`config.mk`:
```
export PLATFORM = sky130hd
export DESIGN_NAME = linked_queue_manager_with_splice_top
export DESIGN_NICKNAME = d
export VERILOG_FILES = /design/src/hdl/lqm_pkg.sv /design/src/hdl/lqm_ram.sv /design/src/hdl/linked_queue_manager_with_splice_top.sv
export SDC_FILE = /design/constraint.sdc
export NUM_CORES = 2
export LEC_CHECK = 0
export ABC_AREA = 1
export BUFFER_PORTS_ARGS = -buffer_cell sky130_fd_sc_hd__clkbuf_2
export CAP_MARGIN = 15
export CORE_ASPECT_RATIO = 1.4
export CORE_UTILIZATION = 51
export DETAILED_ROUTE_END_ITERATION = 10
export GPL_TIMING_DRIVEN = 0
export PLACE_DENSITY = 0.69
export REMOVE_ABC_BUFFERS = 1
export SLEW_MARGIN = 20
export SYNTH_ARGS = -nofsm -noshare
export SYNTH_HDL_FRONTEND = slang
export SYNTH_SLANG_ARGS = --single-unit
```
`constraint.sdc`:
```
create_clock -name clk -period 5.84 [get_ports clk]
set_clock_uncertainty 0.1 [all_clocks]
set_input_delay 1.168 -clock clk [delete_from_list [all_inputs] [get_ports clk]]
set_output_delay 1.168 -clock clk [all_outputs]
set_load 0.1 [all_outputs]
```
`src/hdl/lqm_pkg.sv`:
```
// ---------------------------------------------------------------------------
// lqm_pkg: shared constants for the linked queue manager
// Operation and status codes, fixed port widths and parameter defaults.
// ---------------------------------------------------------------------------
`timescale 1ns / 1ps

package lqm_pkg;

  // Fixed field widths
  localparam int OP_W     = 2;
  localparam int QID_W    = 2;
  localparam int STATUS_W = 2;
  localparam int SIZE_W   = 7;

  // Parameter defaults
  localparam int DEF_POOL_NODES = 64;
  localparam int DEF_NUM_QUEUES = 4;
  localparam int DEF_DATA_WIDTH = 32;

  // Operation codes
  localparam logic [OP_W-1:0] OP_ENQ  = 2'd0;
  localparam logic [OP_W-1:0] OP_DEQ  = 2'd1;
  localparam logic [OP_W-1:0] OP_PEEK = 2'd2;
  localparam logic [OP_W-1:0] OP_CAT  = 2'd3;

  // Status codes
  localparam logic [STATUS_W-1:0] ST_OK    = 2'd0;
  localparam logic [STATUS_W-1:0] ST_EMPTY = 2'd1;
  localparam logic [STATUS_W-1:0] ST_FULL  = 2'd2;
  localparam logic [STATUS_W-1:0] ST_SAME  = 2'd3;

endpackage

```
`src/hdl/lqm_ram.sv`:
```
// ---------------------------------------------------------------------------
// lqm_ram: generic single-write, single-read synchronous RAM
// One write port and one read port; read data is registered.
// ---------------------------------------------------------------------------
`timescale 1ns / 1ps

module lqm_ram #(
  parameter int WIDTH = 8,
  parameter int DEPTH = 16
) (
  input  logic                     clk,
  input  logic                     we,
  input  logic [$clog2(DEPTH)-1:0] waddr,
  input  logic [WIDTH-1:0]         wdata,
  input  logic [$clog2(DEPTH)-1:0] raddr,
  output logic [WIDTH-1:0]         rdata
);

  logic [WIDTH-1:0] mem [DEPTH];

  // Write and registered read
  always_ff @(posedge clk) begin
    if (we) begin
      mem[waddr] <= wdata;
    end
    rdata <= mem[raddr];
  end

endmodule

```
`src/hdl/linked_queue_manager_with_splice_top.sv`:
```
// ---------------------------------------------------------------------------
// linked_queue_manager_with_splice_top: linked-list FIFO queues, one node pool
// Enqueue, dequeue, peek and splice of whole queues over a shared node pool.
// ---------------------------------------------------------------------------
//
//  channel   ports                                        direction  transfer
//  --------  -------------------------------------------  ---------  ------------------
//  command   start busy op queue_id other_queue_id data_in  in       start && !busy
//  result    done data_out status queue_size queue_empty    out      done (one cycle)
//
//  Enqueue, same-queue splice and dequeue or peek of an empty queue end after
//  the queue table read; other dequeue, peek and splice go on to a second read,
//  of the node memory or of the source queue entry.
//  Reset is synchronous; valid bits cleared at reset and a fill pointer over
//  never-used nodes replace a clearing pass, so a command is taken at once.
//  The result shows for one cycle on done; the receiver cannot stall it.
// ---------------------------------------------------------------------------
`timescale 1ns / 1ps

module linked_queue_manager_with_splice_top #(
  parameter int POOL_NODES = lqm_pkg::DEF_POOL_NODES,
  parameter int NUM_QUEUES = lqm_pkg::DEF_NUM_QUEUES,
  parameter int DATA_WIDTH = lqm_pkg::DEF_DATA_WIDTH
) (
  input  logic                              clk,
  input  logic                              rst,
  input  logic                              start,
  output logic                              busy,
  input  logic [lqm_pkg::OP_W-1:0]          op,
  input  logic [lqm_pkg::QID_W-1:0]         queue_id,
  input  logic [lqm_pkg::QID_W-1:0]         other_queue_id,
  input  logic signed [DATA_WIDTH-1:0]      data_in,
  output logic                              done,
  output logic signed [DATA_WIDTH-1:0]      data_out,
  output logic [lqm_pkg::STATUS_W-1:0]      status,
  output logic [lqm_pkg::SIZE_W-1:0]        queue_size,
  output logic                              queue_empty
);

  localparam int NW   = $clog2(POOL_NODES);
  localparam int CW   = $clog2(POOL_NODES + 1);
  localparam int QW   = $clog2(NUM_QUEUES);
  localparam int QX_W = ((lqm_pkg::QID_W > QW) ? lqm_pkg::QID_W : QW) + 1;
  localparam int SZX  = CW + lqm_pkg::SIZE_W;
  localparam int QT_W = 2 * NW + CW;

  typedef struct packed {
    logic [NW-1:0] head;
    logic [NW-1:0] tail;
    logic [CW-1:0] cnt;
  } qent_t;

  typedef enum logic [1:0] {S_IDLE, S_QA, S_NODE, S_QB} state_t;

  // Control and context registers
  state_t                       state, state_next;
  logic [lqm_pkg::OP_W-1:0]     op_r;
  logic [QW-1:0]                qa_r, qb_r;
  logic [DATA_WIDTH-1:0]        din_r;
  logic [NW-1:0]                free_head, free_head_next;
  logic [CW-1:0]                free_count, free_count_next;
  logic [CW-1:0]                fresh_ptr, fresh_ptr_next;
  logic [NUM_QUEUES-1:0]        qvalid, qvalid_next;
  logic                         qt_ok;
  logic [NW-1:0]                ha, ta;
  logic [CW-1:0]                ca;
  logic                         latch_a;

  // Result next values
  logic                         done_next;
  logic [DATA_WIDTH-1:0]        dout_next;
  logic [lqm_pkg::STATUS_W-1:0] status_next;
  logic [CW-1:0]                fin_size;
  logic [SZX-1:0]               size_x;

  // Memory ports
  logic                         qt_we;
  logic [QW-1:0]                qt_waddr, qt_raddr;
  qent_t                        qt_wdata, qt_rdata, qt_rd;
  logic [QT_W-1:0]              qt_rbits;
  logic                         val_we;
  logic [NW-1:0]                val_waddr, val_raddr;
  logic [DATA_WIDTH-1:0]        val_wdata, val_rdata;
  logic                         link_we;
  logic [NW-1:0]                link_waddr, link_wdata, link_raddr, link_rdata;

  // Queue id reduction
  logic [QX_W-1:0]              qa_x, qb_x, qa_w, qb_w;
  logic [QW-1:0]                qa_in, qb_in;

  // Free list helpers
  logic                         fresh_hit;
  logic [NW-1:0]                head_plus1;
  logic [CW-1:0]                cnt_dec, cnt_sum;

  assign busy = (state != S_IDLE);

  // Fold identifiers into the queue range
  always_comb begin
    qa_x  = QX_W'(queue_id);
    qb_x  = QX_W'(other_queue_id);
    qa_w  = (qa_x >= QX_W'(NUM_QUEUES)) ? qa_x - QX_W'(NUM_QUEUES) : qa_x;
    qb_w  = (qb_x >= QX_W'(NUM_QUEUES)) ? qb_x - QX_W'(NUM_QUEUES) : qb_x;
    qa_in = qa_w[QW-1:0];
    qb_in = qb_w[QW-1:0];
  end

  // Queue table entry, zero when never written or spliced away
  assign qt_rdata = qent_t'(qt_rbits);
  assign qt_rd    = qt_ok ? qt_rdata : '0;

  // Free list: a node at the fill pointer was never used and links to n+1
  assign fresh_hit  = (CW'(free_head) == fresh_ptr);
  assign head_plus1 = (free_head == NW'(POOL_NODES - 1)) ? '0 : free_head + NW'(1);
  assign cnt_dec    = ca - CW'(1);

  // Read addresses
  always_comb begin
    case (state)
      S_IDLE:  qt_raddr = qa_in;
      S_QA:    qt_raddr = qb_r;
      default: qt_raddr = qa_r;
    endcase
    link_raddr = (state == S_QA) ? qt_rd.head : free_head;
    val_raddr  = qt_rd.head;
  end

  // Operation sequencing and memory writes
  always_comb begin
    state_next      = state;
    free_head_next  = free_head;
    free_count_next = free_count;
    fresh_ptr_next  = fresh_ptr;
    qvalid_next     = qvalid;
    latch_a         = 1'b0;
    done_next       = 1'b0;
    dout_next       = '0;
    status_next     = lqm_pkg::ST_OK;
    fin_size        = '0;
    cnt_sum         = ca + qt_rd.cnt;
    qt_we           = 1'b0;
    qt_waddr        = qa_r;
    qt_wdata        = '0;
    val_we          = 1'b0;
    val_waddr       = free_head;
    val_wdata       = din_r;
    link_we         = 1'b0;
    link_waddr      = qt_rd.tail;
    link_wdata      = free_head;

    case (state)
      S_IDLE: begin
        if (start) begin
          state_next = S_QA;
        end
      end

      S_QA: begin
        case (op_r)
          lqm_pkg::OP_ENQ: begin
            done_next  = 1'b1;
            state_next = S_IDLE;
            if (free_count == '0) begin
              status_next = lqm_pkg::ST_FULL;
              fin_size    = qt_rd.cnt;
            end else begin
              // Take the head of the free list and append it
              val_we        = 1'b1;
              link_we       = (qt_rd.cnt != '0);
              qt_we         = 1'b1;
              qt_wdata.head = (qt_rd.cnt == '0) ? free_head : qt_rd.head;
              qt_wdata.tail = free_head;
              qt_wdata.cnt  = qt_rd.cnt + CW'(1);
              free_head_next  = fresh_hit ? head_plus1 : link_rdata;
              free_count_next = free_count - CW'(1);
              if (fresh_hit) begin
                fresh_ptr_next = fresh_ptr + CW'(1);
              end
              fin_size = qt_rd.cnt + CW'(1);
            end
          end
          lqm_pkg::OP_DEQ, lqm_pkg::OP_PEEK: begin
            if (qt_rd.cnt == '0) begin
              done_next   = 1'b1;
              status_next = lqm_pkg::ST_EMPTY;
              state_next  = S_IDLE;
            end else begin
              latch_a    = 1'b1;
              state_next = S_NODE;
            end
          end
          default: begin
            if (qa_r == qb_r) begin
              done_next   = 1'b1;
              status_next = lqm_pkg::ST_SAME;
              fin_size    = qt_rd.cnt;
              state_next  = S_IDLE;
            end else begin
              latch_a    = 1'b1;
              state_next = S_QB;
            end
          end
        endcase
      end

      S_NODE: begin
        done_next  = 1'b1;
        state_next = S_IDLE;
        dout_next  = val_rdata;
        if (op_r == lqm_pkg::OP_DEQ) begin
          // Unlink the head node and push it on the free list
          qt_we    = 1'b1;
          qt_wdata = (cnt_dec == '0) ? '0 : qent_t'{head: link_rdata, tail: ta, cnt: cnt_dec};
          link_we    = 1'b1;
          link_waddr = ha;
          link_wdata = free_head;
          free_head_next  = ha;
          free_count_next = free_count + CW'(1);
          fin_size = cnt_dec;
        end else begin
          fin_size = ca;
        end
      end

      S_QB: begin
        done_next  = 1'b1;
        state_next = S_IDLE;
        fin_size   = ca;
        if (ca != '0 && qt_rd.cnt != '0) begin
          // Splice the source list behind the destination tail
          link_we    = 1'b1;
          link_waddr = ta;
          link_wdata = qt_rd.head;
          qt_we      = 1'b1;
          qt_wdata   = qent_t'{head: ha, tail: qt_rd.tail, cnt: cnt_sum};
          qvalid_next[qb_r] = 1'b0;
          fin_size   = cnt_sum;
        end
      end

      default: begin
        state_next = S_IDLE;
      end
    endcase

    if (qt_we) begin
      qvalid_next[qt_waddr] = 1'b1;
    end
  end

  assign size_x = SZX'(fin_size);

  // State, context and registered result
  always_ff @(posedge clk) begin
    if (rst) begin
      state       <= S_IDLE;
      op_r        <= lqm_pkg::OP_ENQ;
      qa_r        <= '0;
      qb_r        <= '0;
      din_r       <= '0;
      free_head   <= '0;
      free_count  <= CW'(POOL_NODES);
      fresh_ptr   <= '0;
      qvalid      <= '0;
      qt_ok       <= 1'b0;
      ha          <= '0;
      ta          <= '0;
      ca          <= '0;
      done        <= 1'b0;
      data_out    <= '0;
      status      <= lqm_pkg::ST_OK;
      queue_size  <= '0;
      queue_empty <= 1'b1;
    end else begin
      state      <= state_next;
      free_head  <= free_head_next;
      free_count <= free_count_next;
      fresh_ptr  <= fresh_ptr_next;
      qvalid     <= qvalid_next;
      qt_ok      <= qvalid[qt_raddr];
      if (state == S_IDLE && start) begin
        op_r  <= op;
        qa_r  <= qa_in;
        qb_r  <= qb_in;
        din_r <= data_in;
      end
      if (latch_a) begin
        ha <= qt_rd.head;
        ta <= qt_rd.tail;
        ca <= qt_rd.cnt;
      end
      done        <= done_next;
      data_out    <= dout_next;
      status      <= status_next;
      queue_size  <= size_x[lqm_pkg::SIZE_W-1:0];
      queue_empty <= (fin_size == '0);
    end
  end

  // Queue table: head, tail and count per queue
  lqm_ram #(
    .WIDTH(QT_W),
    .DEPTH(NUM_QUEUES)
  ) u_qtab (
    .clk  (clk),
    .we   (qt_we),
    .waddr(qt_waddr),
    .wdata(qt_wdata),
    .raddr(qt_raddr),
    .rdata(qt_rbits)
  );

  // Node values
  lqm_ram #(
    .WIDTH(DATA_WIDTH),
    .DEPTH(POOL_NODES)
  ) u_val (
    .clk  (clk),
    .we   (val_we),
    .waddr(val_waddr),
    .wdata(val_wdata),
    .raddr(val_raddr),
    .rdata(val_rdata)
  );

  // Node links
  lqm_ram #(
    .WIDTH(NW),
    .DEPTH(POOL_NODES)
  ) u_link (
    .clk  (clk),
    .we   (link_we),
    .waddr(link_waddr),
    .wdata(link_wdata),
    .raddr(link_raddr),
    .rdata(link_rdata)
  );

  // A result only ends an operation in flight
  a_done_after_busy: assert property (@(posedge clk) disable iff (rst)
    done |-> $past(busy))
    else $error("result without an operation in flight");

  // An accepted command occupies the block in the next cycle
  a_accept_busy: assert property (@(posedge clk) disable iff (rst)
    (start && !busy) |=> busy)
    else $error("accepted command did not start");

  // Pool full is reported only with an empty free list
  a_full_count: assert property (@(posedge clk) disable iff (rst)
    (done && status == lqm_pkg::ST_FULL) |-> (free_count == '0))
    else $error("pool full reported with free nodes");

  // An empty queue error returns no data and an empty queue
  a_empty_result: assert property (@(posedge clk) disable iff (rst)
    (done && status == lqm_pkg::ST_EMPTY) |-> (queue_empty && data_out == '0))
    else $error("empty queue result carries data");

endmodule

```
After elaboration in Yosys (flattened, before gate mapping)
Memory sizes are Yosys's and may differ from the RTL's. A register that Yosys moved wholly into a read port is not among the register bits.
Index checks and enable logic that the tools add are counted.
- register bits after elaboration: 127
- latch bits: 0
- RAM bits: 2508
- memory bits (read-only): 0
- input port bits: 41
- output and inout bits: 44
- logic and storage cells: 143
- memories kept: 3
- memories (memory ; depth ; bits a word ; read ports ; clocked after Yosys merged registers in ; wr ports ; line ; text):
    u_val.mem ; 64 ; 32 ; 1 ; 1 ; 1 ; lqm_ram.sv:19 ; logic [WIDTH-1:0] mem [DEPTH];
    u_link.mem ; 64 ; 6 ; 1 ; 1 ; 1 ; lqm_ram.sv:19 ;
    u_qtab.mem ; 4 ; 19 ; 1 ; 1 ; 1 ; lqm_ram.sv:19 ;
- add/sub/neg operators: 7
- multiply operators: 0
- div/mod/pow operators: 0
- order comparisons: 5
- equal/unequal tests: 12
- shift-type cells: 0
- muxes and demuxes: 72
- bitwise gates (word level): 6
- reduce and logical (&&, ||, !) cells: 20
- operators by type and width (operator ; number):
    2-to-1 mux 19 bit ; 6
    2-to-1 mux 6 bit ; 11
    one-hot mux 19 bit (3 select lines) ; 1
    2-to-1 mux 7 bit ; 7
    logical NOT 7 bit ; 4
    one-hot mux 7 bit (2 select lines) ; 2
    one-hot mux 6 bit (2 select lines) ; 2
    2-to-1 mux 1 bit ; 22
    adder 7 x 1 -> 7 bit (second input constant) ; 3
    one-hot mux 7 bit (3 select lines) ; 1
    nonzero test 7 bit ; 2
    subtractor 7 x 1 -> 7 bit (second input constant) ; 2
    2-to-1 mux 4 bit ; 3
    one-hot mux 2 bit (2 select lines) ; 3
    2-to-1 mux 2 bit ; 5
    less-than comparator 2 x 3 -> 1 bit (second input constant) ; 3
    AND reduction 4 bit ; 2
    OR reduction 2 bit ; 4
    adder 7 bit ; 1
    equality test 6 x 7 -> 1 bit ; 1
    adder 6 x 1 -> 6 bit (second input constant) ; 1
    equality test 2 bit (second input constant) ; 3
    equality test 6 bit (second input constant) ; 1
    inequality test 2 bit (second input constant) ; 3
    16 further kinds ; 29

Depth between registers and ports, before layout
- depth after elaboration: 10
- depth in mapped cells: 18
- mapped depth without buffers: 17

Cells and area by module
A second synthesis with hierarchy kept.
- cells, all modules: 9452
- area, all modules: 109018.3 um^2
- modules (own cells, without submodules) (module ; times used ; cells an instance ; area each (um^2) ; sequential area each (um^2)):
    lqm_ram (u_val) ; 1 ; 6769 ; 82738.1 ; 62139.6
    lqm_ram (u_link) ; 1 ; 1390 ; 15947.8 ; 11651.2
    linked_queue_manager_with_splice_top ; 1 ; 969 ; 6718.9 ; 2542.4
    lqm_ram (u_qtab) ; 1 ; 324 ; 3613.5 ; 2662.6

Worst setup path before layout
No wires, ideal clock.
- path kind: reg2reg
- start point: register qt_ok
- end point: memory u_link.mem[0][0] (netlist name), data pin
- library setup time: 0.702 ns
- arrival: 3.940 ns
- data required time: 5.038 ns
- setup slack: 1.098 ns
- stages on the path, launching flop included: 11
- buffers on the path: 2
- period minus slack after synthesis: 4.742 ns
- cells stage by stage: dfxtp_1 -> buf_6 -> nand2_1 -> ha_1 -> nand2_1 -> nor2_1 -> nand2_2 -> nand2_2 -> nor2_4 -> clkbuf_1 -> o21ai_0
- longest elaborated chain between the ends: 5
- ends and longest elaborated chain (item ; line ; text):
    start: declaration ; linked_queue_manager_with_splice_top.sv:64 ; logic qt_ok;
    start signal: assignment ; linked_queue_manager_with_splice_top.sv:280 ; qt_ok <= qvalid[qt_raddr];
    2-to-1 mux 19 bit * ; linked_queue_manager_with_splice_top.sv:110 ; assign qt_rd = qt_ok ? qt_rdata : '0;
    nonzero test 7 bit ; linked_queue_manager_with_splice_top.sv:229 ; if (ca != '0 && qt_rd.cnt != '0) begin
    logical AND 1 bit ; linked_queue_manager_with_splice_top.sv:229 ;
    2-to-1 mux 6 bit * ; linked_queue_manager_with_splice_top.sv:229 ;
    2-to-1 mux 6 bit * ; - ;
    net link_wdata[0] ; linked_queue_manager_with_splice_top.sv:85 ; logic [NW-1:0] link_waddr, link_wdata, link_raddr, link_rdata;
    end: declaration ; lqm_ram.sv:19 ;
Mark *: on every way through the listed nets, which the timed path passes. The rest lies on a longest branch.

Final worst setup path
- start point: register qt_ok
- end point: register u_link.rdata[3], read port of u_link.mem
- longest elaborated chain between the ends: 2
- ends and longest elaborated chain (item ; line ; text):
    2-to-1 mux 19 bit ; linked_queue_manager_with_splice_top.sv:110 ;
    2-to-1 mux 6 bit ; linked_queue_manager_with_splice_top.sv:124 ; link_raddr = (state == S_QA) ? qt_rd.head : free_head;
    end: declaration ; lqm_ram.sv:16 ; output logic [WIDTH-1:0] rdata
No other way between the ends.
A chain may end at the register's enable or synchronous reset.

==> impl_results.md <==
* Final Net Count at between 8000 and 9000
* Hold Path Class: reg2reg
* Pre-antenna DRT Iters at 5
* Setup repair after global routing missed its margin: no
* CTS tree: built
* Design Area, Final at between 100000 and 150000 µm²
* Largest net degree at the start of global routing at 143
* Status: complete, no violations
* Post-CTS Resized at 0
* Slew @ Worst Pin at 1.20 ns
* Fin. Hold Viols at 0
* Area occupied by multi-input gates at 24900 µm²
* Share of the synthesized area in the top cell type at 70.9%
* Setup crit end kind: register
* Hold_buf cts at 0
* Core ar. at 206000 µm²
* Final Max Tran Viols at 0
* Tcrit/Tclk final at between 90% and 100%
* Setup TNS at 0 ns
* Post-DP HPWL at about 160000 µm
* Worst-skew pair later-pin latency at approximately 0.91 ns
* Iter 0 DRT Violations at around 7900
* Finished Core Util at between 50% and 60%
* Post-route ant nets at 0
* Most used DFF post-synth: edfxtp_1
* RD Place Congestion at ~0.9
* Fill count at 15300
* Synthesized area at about 110000 µm²
* First-pass GRT wire length at 413000 µm
* Synthesized flop and latch total at ~2700
* FF/Latch Area at 79000 µm²
* Total Routing Usage GR at a little over a quarter
* Initial antenna violation count at 4
* Maximum clock frequency at 0.183 GHz
* Die Width at just under 400 µm
* Req. time, crit path at around 6.5 ns
* Synth Area per Inst at ~13 µm²
* Initial core utilization at between 50% and 60%
* Register area share after synthesis at between 70% and 80%
* Setup ws final at approximately 0.37 ns
* Post-synth top cells: 2508 x edfxtp_1, 1356 x nor2_1, 1118 x o21ai_0
* Relative slew margins at 20.1%
* Startpoint Class: register
* Asr flop ratio synth at 0%
* Root buf cell: clkbuf_16
* CTS Buf Count at between 200 and 250
* # port buffers at between 80 and 90
* Hold Crit Endpoint: data_out[8]
* Reg2Reg Launch Point: qt_ok
* Cell type with the largest total area after synthesis: edfxtp_1
* Worst r2r path cells at 15
* Post-Synthesis Cells at around 8300
* Full die area at approximately 210000 µm²
* Number of synthesized flops with an enable pin at about 2500
* H-tree depth at 4
* Worst Setup Path Type: reg2reg
* Fraction of layout cells with a size suffix above 1 at roughly a tenth
* Synth unique cells at 47
* Dpl cell area at between 100000 and 150000 µm²
* Count of final setup violators at 0
* Residual DRC at 0
* LEAKAGE at 40.6 nW
* WP data arrival at slightly above 6 ns
* Clk sink count at ~2700
* Most frequent cell after synthesis: edfxtp_1
* Die height at 542 µm
* Vias at between 60000 and 70000
* R2r endpoint: u_link.rdata[3]
* Routed WL at ~280000 µm
* Postcts setup bufs at 0
* Routed wire per std cell at ~25 µm
* Rows at around 200
* Area growth from synthesis to layout at 14.1%
* Clk slew on worst S/H paths at about 0.060 ns
* Clock Tree Buf Depth at 4
* GR Overflow Total at 0
* Place WS at approximately 0.39 ns
* Vias per cell at roughly 6.2
* Vias in the first global route at between 60000 and 70000
* Pwr/cell area at ~360 nW/µm²
* Final min period at around 5.5 ns
* Total of max-cap violations at 0
* R2R Setup Slk at 0.37 ns
* Hold Crit Start: u_val.rdata[8]
* Ports at 85
* Critical path peak fanout at 118
* Ys Warns at 0
* Synth area leaders: edfxtp_1 71%, o21ai_0 5.3%, nor2_1 4.8%, dfxtp_1 3.5%, nand2_1 3.2%
* Worst VDD drop at between 0.2 and 0.3 mV
* Worst Hold Depth at 2
kinds of logic (layout without fill, tap and decap cells):
family,after synthesis,in the layout,share of synthesized area [%]
AO/OA/AOI/OAI,2109,2109,12.0
other,0,1,0
buffers and inverters,755,931,2.81
AND/OR/NAND/NOR,2752,2752,10.4
XOR/XNOR,15,15,0.124
adder cells (fa/ha/maj),20,20,0.243
flip-flops,2692,2692,74.4
metal layers:
layer / routed length, µm / GRT usage [%] / part of all wire, %
met1: 102000 / 32.1 / 36
met2: 142000 / 45.4 / 51
met3: 23900 / 4.12 / 8.5
met4: 11800 / 10.9 / 4.2
met5: 0 / 0 / 0
final cells by class:
cell class	instances	area share, %
antenna	1	0.00207
clock buffer	318	5.44
clock inverter	130	1.02
inverter	184	0.599
multi-input combinational	4896	20.5
sequential	2692	65.2
tap	2686	2.77
timing repair buffer	299	4.39
cells in the final DEF (no fill, tap or decap), types with 10 or more instances in the layout:
cell           n
clkbuf_2      84
nand4_1       10
clkinv_2      50
o211ai_1     340
a22oi_1       19
edfxtp_1    2508
ha_1          19
o221ai_1     230
buf_12        99
buf_16       100
clkbuf_1      53
nor2_2        16
nor2_1      1290
o21ai_0     1111
nor2_4        64
dfxtp_1      151
xor2_1        12
inv_1        157
nand2_1      900
clkinv_1      43
clkinvlp_4    10
clkbuf_8      21
inv_2         15
clkbuf_16    244
nand2_2       21
bufinv_16     21
dfxtp_2       29
nand3_1      419
a21oi_1      106
o22ai_1      260
power breakdown:
part | switching, W | total, W | internal (W)
registers | 0.000331 | 0.0220 | 0.0217
clock network | 0.00693 | 0.0158 | 0.00886
logic | 0.00391 | 0.00558 | 0.00166
registers in the layout, summed over array words and instances (netlist names), 2 cells and up:
register	cells
u_link.mem	384
free_head	6
free_count	7
ta	6
qb_r	2
din_r	32
op_r	2
status	2
ca	7
data_out	32
u_qtab.rdata	19
qvalid	4
u_link.rdata	6
fresh_ptr	7
u_val.mem	2048
ha	6
u_val.rdata	32
u_qtab.mem	76
qa_r	2
state	2
queue_size	7
per-stage QoR:
step           instances  power [W]  hold slack, ns
2_1_floorplan       7772     0.0259           0.294
3_3_place_gp       10500     0.0281           0.303
3_5_place_dp       10800     0.0279           0.304
4_1_cts            11200     0.0434           0.314
5_1_grt            11200     0.0447           0.327
6_report           11200     0.0434           0.309
critical path, cell delays in order, from the launching register on:
cell	delay, ns
dfxtp_2	0.94
nand2_8	0.67
buf_16	0.45
inv_8	0.39
buf_16	0.41
nand2_1	0.18
nand2_4	0.48
buf_12	0.31
buf_12	0.28
nand2_1	0.09
o211ai_1	0.09
nand3_1	0.10
nand3_1	0.17
nand3_1	0.10
nand3_1	0.17
nand2_1	0.11
how the worst max path moves through the flow:
stage,start,endpoint,depth (start not counted)
6_report,qt_ok,u_link.rdata[3],15
5_1_grt,qt_ok,u_link.rdata[3],16
4_1_cts,state[1],u_val.mem[17][0],11
3_5_place_dp,state[1],u_val.mem[17][30],11
3_3_place_gp,qt_ok,u_link.rdata[1],10
2_1_floorplan,qt_ok,u_link.rdata[0],10
(Power assumes the default switching activity.)
